--- src/rtl/spfa_pkg.sv ---
// Package with the item types and constants of the single-precision adder.
package spfa_pkg;

  localparam logic [7:0] EXP_INF = 8'd255;
  localparam logic [5:0] ALIGN_MAX = 6'd40;
  localparam logic [23:0] HIDDEN_ONE = 24'h800000;

  typedef struct packed {
    logic        sign_a;
    logic [7:0]  exponent_a;
    logic [22:0] fraction_a;
    logic        sign_b;
    logic [7:0]  exponent_b;
    logic [22:0] fraction_b;
  } in_item_t;

  typedef struct packed {
    logic        sum_sign;
    logic [7:0]  sum_exponent;
    logic [22:0] sum_fraction;
  } out_item_t;

endpackage

--- src/rtl/single_precision_float_adder.sv ---
// Pipelined IEEE 754 single-precision adder, top level.
//
// Usage: the input channel (in_valid, in_stall, in_data) carries one operand
// pair per item; the result channel (out_valid, out_stall, out_data) carries
// one sum per item, in order. An item is taken at an edge where valid is
// high and stall is low.
// The datapath has four register stages: alignment, add, normalize, round.
// out_valid is registered; an accepted item passes the alignment, add, normalize
// and round registers before its result can leave. Throughput is one item per
// cycle while out_stall is low, as every pipeline register then advances each clock.
// When the receiver stalls, the last stage holds its item while items behind
// it move on into empty stages, so in_stall rises only once the pipeline is full.
// Synchronous reset (rst_n low) empties all stages; no item is in flight
// afterwards.
// Operands with exponent 255 are treated as infinity, equal magnitudes of
// opposite sign give +0, overflow saturates and underflow flushes to zero.
module single_precision_float_adder (
  input  logic                clk,
  input  logic                rst_n,
  input  logic                in_valid,
  output logic                in_stall,
  input  spfa_pkg::in_item_t  in_data,
  output logic                out_valid,
  input  logic                out_stall,
  output spfa_pkg::out_item_t out_data
);

  logic v1_r, v2_r, v3_r, v4_r;
  logic en1, en2, en3, en4;

  assign en4 = !v4_r || !out_stall;
  assign en3 = !v3_r || en4;
  assign en2 = !v2_r || en3;
  assign en1 = !v1_r || en2;
  assign in_stall = !en1;

  // Stage 1: special cases, swap, negate and align.
  logic        spec1_nxt, spec1_r;
  logic        sps1_nxt, sps1_r;
  logic [7:0]  spe1_nxt, spe1_r;
  logic        sa1_nxt, sa1_r, sb1_nxt, sb1_r, sw1_nxt, sw1_r, df1_nxt, df1_r;
  logic [7:0]  ea1_nxt, ea1_r;
  logic [23:0] ma1_nxt, ma1_r, p1_nxt, p1_r;
  logic        g1_nxt, g1_r, r1_nxt, r1_r, st1_nxt, st1_r;

  logic        s_a, s_b;
  logic [7:0]  e_a, e_b, dexp;
  logic [22:0] f_a, f_b;
  logic [23:0] mb;
  logic [5:0]  dd;
  logic [63:0] ext;

  always_comb begin
    sps1_nxt = 1'b0;
    spe1_nxt = 8'd0;
    spec1_nxt = 1'b0;
    if (in_data.sign_a != in_data.sign_b && in_data.exponent_a == in_data.exponent_b
        && in_data.fraction_a == in_data.fraction_b) begin
      spec1_nxt = 1'b1;
    end else if (in_data.exponent_a == spfa_pkg::EXP_INF
                 || in_data.exponent_b == spfa_pkg::EXP_INF) begin
      spec1_nxt = 1'b1;
      spe1_nxt = spfa_pkg::EXP_INF;
    end
    sw1_nxt = in_data.exponent_a < in_data.exponent_b;
    if (sw1_nxt) begin
      s_a = in_data.sign_b; e_a = in_data.exponent_b; f_a = in_data.fraction_b;
      s_b = in_data.sign_a; e_b = in_data.exponent_a; f_b = in_data.fraction_a;
    end else begin
      s_a = in_data.sign_a; e_a = in_data.exponent_a; f_a = in_data.fraction_a;
      s_b = in_data.sign_b; e_b = in_data.exponent_b; f_b = in_data.fraction_b;
    end
    df1_nxt = s_a != s_b;
    ma1_nxt = {1'b1, f_a};
    mb = {1'b1, f_b};
    if (df1_nxt) begin
      mb = 24'd0 - mb;
    end
    dexp = e_a - e_b;
    dd = (dexp > 8'(spfa_pkg::ALIGN_MAX)) ? spfa_pkg::ALIGN_MAX : dexp[5:0];
    ext = {mb, 40'd0} >> dd;
    if (df1_nxt) begin
      ext = ext | ~(64'hFFFF_FFFF_FFFF_FFFF >> dd);
    end
    p1_nxt = ext[63:40];
    g1_nxt = ext[39];
    r1_nxt = ext[38];
    st1_nxt = |ext[37:0];
    sa1_nxt = s_a;
    sb1_nxt = s_b;
    ea1_nxt = e_a;
  end

  always_ff @(posedge clk) begin
    if (!rst_n) begin
      v1_r <= 1'b0;
    end else if (en1) begin
      v1_r <= in_valid;
    end
    if (en1) begin
      spec1_r <= spec1_nxt; sps1_r <= sps1_nxt; spe1_r <= spe1_nxt;
      sa1_r <= sa1_nxt; sb1_r <= sb1_nxt; sw1_r <= sw1_nxt; df1_r <= df1_nxt;
      ea1_r <= ea1_nxt; ma1_r <= ma1_nxt; p1_r <= p1_nxt;
      g1_r <= g1_nxt; r1_r <= r1_nxt; st1_r <= st1_nxt;
    end
  end

  // Stage 2: add and fix sign.
  logic [24:0] sum2;
  logic [23:0] p2_nxt, p2_r;
  logic        c2_nxt, c2_r, sg2_nxt, sg2_r;
  logic        spec2_r, df2_r, g2_r, r2_r, st2_r;
  logic [7:0]  spe2_r, ea2_r;

  always_comb begin
    sum2 = {1'b0, ma1_r} + {1'b0, p1_r};
    c2_nxt = sum2[24];
    p2_nxt = sum2[23:0];
    sg2_nxt = sa1_r;
    if (df1_r && sum2[23] && !sum2[24]) begin
      p2_nxt = 24'd0 - sum2[23:0];
      if (!sw1_r) begin
        sg2_nxt = sb1_r;
      end
    end
  end

  always_ff @(posedge clk) begin
    if (!rst_n) begin
      v2_r <= 1'b0;
    end else if (en2) begin
      v2_r <= v1_r;
    end
    if (en2) begin
      p2_r <= p2_nxt; c2_r <= c2_nxt; sg2_r <= sg2_nxt;
      spec2_r <= spec1_r; spe2_r <= spe1_r | {7'd0, sps1_r};
      df2_r <= df1_r; g2_r <= g1_r; r2_r <= r1_r; st2_r <= st1_r; ea2_r <= ea1_r;
    end
  end

  // Stage 3: normalize.
  logic [24:0] v3;
  logic [4:0]  k3;
  logic [24:0] vs3;
  logic [23:0] p3_nxt, p3_r;
  logic        r3_nxt, r3_r, st3_nxt, st3_r, z3_nxt, z3_r;
  logic [9:0]  e3_nxt, e3_r;
  logic        spec3_r, sg3_r;
  logic [7:0]  spe3_r;

  always_comb begin
    v3 = {p2_r, g2_r};
    k3 = 5'd24;
    for (int i = 0; i < 25; i++) begin
      if (v3[i]) begin
        k3 = 5'(24 - i);
      end
    end
    vs3 = v3 << k3;
    z3_nxt = 1'b0;
    r3_nxt = r2_r;
    st3_nxt = st2_r;
    if (!df2_r && c2_r) begin
      st3_nxt = g2_r | r2_r | st2_r;
      r3_nxt = p2_r[0];
      p3_nxt = {1'b1, p2_r[23:1]};
      e3_nxt = {2'b00, ea2_r} + 10'd1;
    end else begin
      z3_nxt = v3 == 25'd0;
      if (k3 == 5'd0) begin
        st3_nxt = r2_r | st2_r;
        r3_nxt = g2_r;
      end else if (k3 >= 5'd2) begin
        r3_nxt = 1'b0;
        st3_nxt = 1'b0;
      end
      p3_nxt = vs3[24:1];
      e3_nxt = {2'b00, ea2_r} - {5'd0, k3};
    end
  end

  always_ff @(posedge clk) begin
    if (!rst_n) begin
      v3_r <= 1'b0;
    end else if (en3) begin
      v3_r <= v2_r;
    end
    if (en3) begin
      p3_r <= p3_nxt; r3_r <= r3_nxt; st3_r <= st3_nxt; z3_r <= z3_nxt;
      e3_r <= e3_nxt; spec3_r <= spec2_r; spe3_r <= spe2_r; sg3_r <= sg2_r;
    end
  end

  // Stage 4: round and pack.
  logic [24:0] pr4;
  logic [9:0]  e4;
  spfa_pkg::out_item_t o4_nxt, o4_r;

  always_comb begin
    pr4 = {1'b0, p3_r};
    e4 = e3_r;
    if (r3_r && (st3_r || p3_r[0])) begin
      pr4 = {1'b0, p3_r} + 25'd1;
      if (pr4[24]) begin
        pr4 = {1'b0, spfa_pkg::HIDDEN_ONE};
        e4 = e3_r + 10'd1;
      end
    end
    if (spec3_r) begin
      o4_nxt = '{1'b0, spe3_r, 23'd0};
    end else if (z3_r) begin
      o4_nxt = '{1'b0, 8'd0, 23'd0};
    end else if (!e4[9] && e4 >= 10'd255) begin
      o4_nxt = '{sg3_r, spfa_pkg::EXP_INF, 23'd0};
    end else if (e4[9] || e4 == 10'd0) begin
      o4_nxt = '{sg3_r, 8'd0, 23'd0};
    end else begin
      o4_nxt = '{sg3_r, e4[7:0], pr4[22:0]};
    end
  end

  always_ff @(posedge clk) begin
    if (!rst_n) begin
      v4_r <= 1'b0;
    end else if (en4) begin
      v4_r <= v3_r;
    end
    if (en4) begin
      o4_r <= o4_nxt;
    end
  end

  assign out_valid = v4_r;
  assign out_data = o4_r;

endmodule

--- config.mk ---
export PLATFORM = sky130hd
export DESIGN_NAME = single_precision_float_adder
export DESIGN_NICKNAME = d
export VERILOG_FILES = /design/src/rtl/spfa_pkg.sv /design/src/rtl/single_precision_float_adder.sv
export SDC_FILE = /design/constraint.sdc
export NUM_CORES = 1
export LEC_CHECK = 0
export ABC_AREA = 1
export BUFFER_PORTS_ARGS = -buffer_cell sky130_fd_sc_hd__buf_4
export CAP_MARGIN = 10
export CORE_UTILIZATION = 62
export DETAILED_ROUTE_END_ITERATION = 10
export GPL_TIMING_DRIVEN = 0
export PLACE_DENSITY = 0.83
export SLEW_MARGIN = 25
export SYNTH_ARGS = -nofsm -noshare
export SYNTH_HDL_FRONTEND = slang
export SYNTH_SLANG_ARGS = --single-unit
--- constraint.sdc ---
create_clock -name clk -period 7.5 [get_ports clk]
set_input_delay 1.125 -clock clk [delete_from_list [all_inputs] [get_ports clk]]
set_output_delay 1.125 -clock clk [all_outputs]
set_load 0.1 [all_outputs]
Word level (Yosys, flattened, before mapping) --
Index checks and enable logic that the tools add are counted.
Cells by class: $lt $le $gt $ge 4, reduce and logical (&&, ||, !) cells 29, $add $sub $neg 8, shifts and indexed selects 3, equal/unequal tests 6, bitwise gates (word level) 5, divide/modulo/power cells 0, multipliers 0, mux-type cells 54
Operators by type and width (count):
- 31-bit 2-to-1 mux | 4
- 23-bit 2-to-1 mux | 5
- 5-bit 2-to-1 mux | 23
- 64-bit 2-to-1 mux | 1
- 64-bit inverter | 1
- 64-bit OR | 1
- 64-bit by 6-bit right shift with 64-bit output | 1
- 64-bit by 6-bit right shift with 64-bit output, first input constant | 1
- 24-bit 2-to-1 mux | 2
- 1-bit by 24-bit subtractor with 24-bit output, first input constant | 2
- 38-bit OR reduction | 1
- 10-bit 2-to-1 mux | 3
- 24-bit by 1-bit adder with 25-bit output, second input constant | 1
- 24-bit by 24-bit adder with 25-bit output | 1
- 25-bit zero test | 1
- 25-bit by 5-bit left shift with 25-bit output | 1
- 8-bit 2-to-1 mux | 3
- 23-bit equality test | 1
- 8-bit equality test, second input constant | 2
- 1-bit 2-to-1 mux | 11
- 10-bit by 1-bit adder with 10-bit output, second input constant | 1
- 10-bit by 8-bit greater-or-equal comparator with 1-bit output, second input constant | 1
- 10-bit zero test | 1
- 8-bit by 1-bit adder with 9-bit output, second input constant | 1
- 16 further kinds | 39
Word-level totals: register bits after elaboration 201, memories kept 0, ROM bits 0, memory bits (writable) 0, output and inout port bits 34, word-level logic and storage cells 147, latch bits 0, input port bits 68

Longest topological paths before layout --
depth after elaboration 28, mapped depth 40, mapped depth without buffers 37

Least setup slack after synthesis --
Ideal clock, no wire load.
path type register -> register, start register v4_r (netlist: out_valid), end register df1_r (enable), data arrival time 6.227 ns, path buffers 0, clock period less this slack 6.806 ns, cell stages (with the launch flop) 8, setup time 0.579 ns, path slack 0.694 ns, required time 6.921 ns, path through dfxtp_1 > nand2_1 > nor2_1 > inv_1 > nor2_1 > inv_1 > nor2_1 > inv_1
Between the ends: cells in the longest elaborated chain, start to end 5
Ends and longest elaborated chain:
- start, declared | RTL line single_precision_float_adder.sv:28 | logic v1_r, v2_r, v3_r, v4_r;
- start signal, assigned | RTL line single_precision_float_adder.sv:226 | v4_r <= v3_r;
- 1-bit zero test | RTL line single_precision_float_adder.sv:31 | assign en4 = !v4_r || !out_stall;
- 1-bit logical OR | RTL line single_precision_float_adder.sv:31
- net en4 | RTL line single_precision_float_adder.sv:29 | logic en1, en2, en3, en4;
- 1-bit logical OR | RTL line single_precision_float_adder.sv:32 | assign en3 = !v3_r || en4;
- net en3 | RTL line single_precision_float_adder.sv:29
- 1-bit logical OR | RTL line single_precision_float_adder.sv:33 | assign en2 = !v2_r || en3;
- net en2 | RTL line single_precision_float_adder.sv:29
- 1-bit logical OR | RTL line single_precision_float_adder.sv:34 | assign en1 = !v1_r || en2;
- end signal, assigned | RTL line single_precision_float_adder.sv:102 | sa1_r <= sa1_nxt; sb1_r <= sb1_nxt; sw1_r <= sw1_nxt; df1_r <= df1_nxt;
- end, declared | RTL line single_precision_float_adder.sv:41 | logic sa1_nxt, sa1_r, sb1_nxt, sb1_r, sw1_nxt, sw1_r, df1_nxt, df1_r;
The timed path passes the listed nets, and every way through them passes these cells. A chain may end at the register's enable or synchronous reset.

Worst setup path after layout --
start input in_data[28] (netlist name), end register st1_r, data pin
Between the ends: cells in the longest elaborated chain, start to end 10, elaborated cells between the ends (all ways) 18, classes of those cells add/sub: 2; order compare: 2; eq/ne: 1; shift: 2; mux: 8; bitwise: 2; reduce/logical: 1
Ends and longest elaborated chain:
- start, declared | RTL line single_precision_float_adder.sv:22 | input spfa_pkg::in_item_t in_data,
- 8-bit less-than comparator | RTL line single_precision_float_adder.sv:65 | sw1_nxt = in_data.exponent_a < in_data.exponent_b;
- 8-bit 2-to-1 mux | RTL line single_precision_float_adder.sv:66 | if (sw1_nxt) begin
- 8-bit subtractor | RTL line single_precision_float_adder.sv:79 | dexp = e_a - e_b;
- 8-bit by 6-bit > comparator with 1-bit output | RTL line single_precision_float_adder.sv:80 | dd = (dexp > 8'(spfa_pkg::ALIGN_MAX)) ? spfa_pkg::ALIGN_MAX : dexp[5:0];
- 6-bit 2-to-1 mux | RTL line single_precision_float_adder.sv:80
- 64-bit by 6-bit right shift with 64-bit output | RTL line single_precision_float_adder.sv:83 | ext = ext | ~(64'hFFFF_FFFF_FFFF_FFFF >> dd);
- 64-bit inverter | RTL line single_precision_float_adder.sv:83
- 64-bit OR | RTL line single_precision_float_adder.sv:83
- 64-bit 2-to-1 mux (*) | RTL line single_precision_float_adder.sv:82 | if (df1_nxt) begin
- 38-bit OR reduction (*) | RTL line single_precision_float_adder.sv:88 | st1_nxt = |ext[37:0];
- net st1_nxt | RTL line single_precision_float_adder.sv:44 | logic g1_nxt, g1_r, r1_nxt, r1_r, st1_nxt, st1_r;
- end signal, assigned | RTL line single_precision_float_adder.sv:104 | g1_r <= g1_nxt; r1_r <= r1_nxt; st1_r <= st1_nxt;
- end, declared | RTL line single_precision_float_adder.sv:44
The timed path passes the listed nets; every way through them passes the cells marked *.

==> results.cfg <==
[status]
status = completed

[logic_synthesis]
synth_warnings = 0
async_reset_ff_share_pct = 0
syn_nets = 2192
synth_commonest_cells = 621 x nand2_1, 245 x nand3_1, 236 x inv_1, 178 x nor2_1, 176 x edfxtp_1
synth_seq_cells = 180
avgSynthCellArea_um2 = 7.042
synthTopCellsByArea = edfxtp_1 36%, nand2_1 16%, nand3_1 8.4%
yosysTopAreaCell = edfxtp_1
seq_area_frac_synth_pct = 36.61
yosys.cell_count.top_type = nand2_1
netlist_area_mm2 = 0.01466
synth-edff-count = 176
syn_inst = 2081
yosysTopAreaCellShare_pct = 36.06
yosys_most_used_dff = edfxtp_1
yosysUniqueCellTypes = 59

[sta]
max_freq_mhz = 181.0
post-route-min-period_ns = 5.525
tns_ns = 0
worst_pin_slew_ns = 1.082
min_period_over_period_pct = 73.67
skew_ns = 0.01174
drv_slew = 0
rsz0062_at_grt = no
setup_violations = 0
relSlewSlack_pct = 27.18
finalHoldViolCount = 0

[route]
drtIter0Drc = 1956
wl_per_cell_um = 19.83
wirelength_mm = 50.16
via_count = 15760
vias_per_cell = 6.233
dr.pass1.iters = 6
drc = 0
drtAntennaViolNets = 0

[setup_path]
start_kind = input port
endpoint_kind = flop
r2r-end = p2_r[1]
cp_max_fo = 10
crit_top_cell = nor2_1
crit_slowest_cell = o21ai_1
cpLargestDelayFamily = simple AND/OR/NAND/NOR gates
max_stage_delay_ns = 0.56
rrSetupSlack_ns = 2.54
crit_type = input port to flop
r2r-start = p1_r[0]
required_ns = 7.69
reg2reg_depth = 17
cp_num_buf_inv = 5
arrival_ns = 5.71

[cells_and_area]
area_delta_synth_final_pct = 12.48
nets = 2314
n_antenna_cell = 0
final_core_util_pct = 71.94
drive_gt1_share_pct = 10.06

[clocking]
cts_setup_buffers = 0
htree_levels = 4
cts_made_buffers = 17
cts.clk_slew.worst_paths_ns = 0.07
clock_tree.buffer_depth = 2
tritoncts = done
clk_latency_ns = 0.44
clockRootBuffer = clkbuf_16
ctsHoldBuffers = 0
cts_resized = 0
numClockSinks = 180

[floorplan]
initial_core_util_pct = 63.95
ios = 102
row_count = 55
dieArea_mm2 = 0.02426
core-area_mm2 = 0.02292
die_h_um = 155.7
die_w_um = 155.7

[grt]
grt_pass1_wl_mm = 78.40
grt_max_degree = 63
antenna_found_initial = 0
grt_usage_pct = 42.48
overflow = 0
first_global_vias = 14900

[hold_path]
min_delay_worst_endpoint = spec3_r
hp-class = flop to flop
min_from = spec2_r
hold_depth = 0

[power_and_ir_drop]
p_per_area_mw_per_mm2 = 395.1
switching_power_mw = 3.464
combPwrFrac_pct = 57.4
p_leak_nw = 7.815
power_frac_seq_pct = 28.2
p_sw_share_pct = 53.18
power.share.clock_pct = 14.4
intPower_mw = 3.050
peakVddDrop_mv = 0.3098

[flow_run]
drv_cap = 0

[place]
detailed_place_hpwl_mm = 38.77
io_buffers = 101
gp_congestion = 1.051
[logic make-up after synthesis]
logic type / after synthesis / share of synthesized area (%)
XOR/XNOR: 84 / 5.020
AO/OA/AOI/OAI: 283 / 10.95
multiplexers: 1 / 0.07683
AND/OR/NAND/NOR: 1178 / 34.94
adder cells (fa/ha/maj): 43 / 3.774
buffers and inverters: 312 / 8.631
flip-flops: 180 / 36.61
[state kept, by name, indices dropped and copies added (netlist names), 8 cells and up]
register / cells
ea1_r: 8
out_data: 32
p2_r: 24
p1_r: 24
ea2_r: 8
ma1_r: 23
p3_r: 24
e3_r: 10
[metal layers]
metal / part of all wire [%] / GRT usage, % / up-vias
li1: - / - / 7219
met1: 34 / 47.88 / 7137
met3: 10 / 8.417 / 274
met5: 0 / 0 / -
met4: 7.7 / 28.90 / 0
met2: 47 / 72.88 / 1132
[layout by cell type, fill, tap and decap left out, types with 14 or more instances in the layout]
cell	count
xnor2_1	25
clkbuf_16	17
buf_4	102
nand3_1	245
nor4_1	14
nor2_1	178
nand4_1	38
edfxtp_1	176
a21oi_1	64
xor2_1	59
buf_2	21
inv_1	233
nand2_1	620
nand2_2	17
clkbuf_1	29
nor3_1	27
ha_1	41
o21ai_0	146
[worst max-delay path by stage]
stage | startpoint | to | slack (ns) | cells after the start
2_1_floorplan | out_valid | df1_r | 0.69 | 7
3_3_place_gp | out_stall | spe1_r[6] | 0.59 | 8
3_5_place_dp | in_data[28] | st1_r | 1.74 | 28
4_1_cts | in_data[28] | st1_r | 2.19 | 28
5_1_grt | in_data[28] | st1_r | 1.68 | 30
6_report | in_data[28] | st1_r | 1.97 | 28
[stage by stage]
step	power, mW	instance area [µm²]	hold WS [ns]	setup WS [ns]	cells
after global placement	5.305	15810	0.4022	0.5909	2495
final	6.514	16480	0.4227	1.975	2529
after floorplan	4.353	14660	0.4003	0.6935	2081
after global routing	6.860	16480	0.4267	1.680	2529
after detailed placement	5.401	15860	0.4052	1.739	2497
after CTS	6.364	16480	0.4226	2.191	2529
[cell type report]
class | count | area, µm²
clock buffer | 17 | 425.4
fill | 1807 | 6431
timing repair buffer | 103 | 805.8
tap | 313 | 391.6
buffer | 67 | 345.3
clock inverter | 15 | 201.4
inverter | 245 | 922.1
sequential | 180 | 5365
multi-input combinational | 1589 | 8028
[power groups by stage]
stage / Clock (mW) / Sequential, mW / Combinational [mW]
floorplan: 0 / 2.33 / 2.02
global placement: 0 / 1.79 / 3.51
detailed placement: 0 / 1.82 / 3.59
CTS: 0.941 / 1.80 / 3.63
global route: 0.968 / 1.86 / 4.03
finish: 0.936 / 1.84 / 3.74
(Power assumes the default switching activity.)
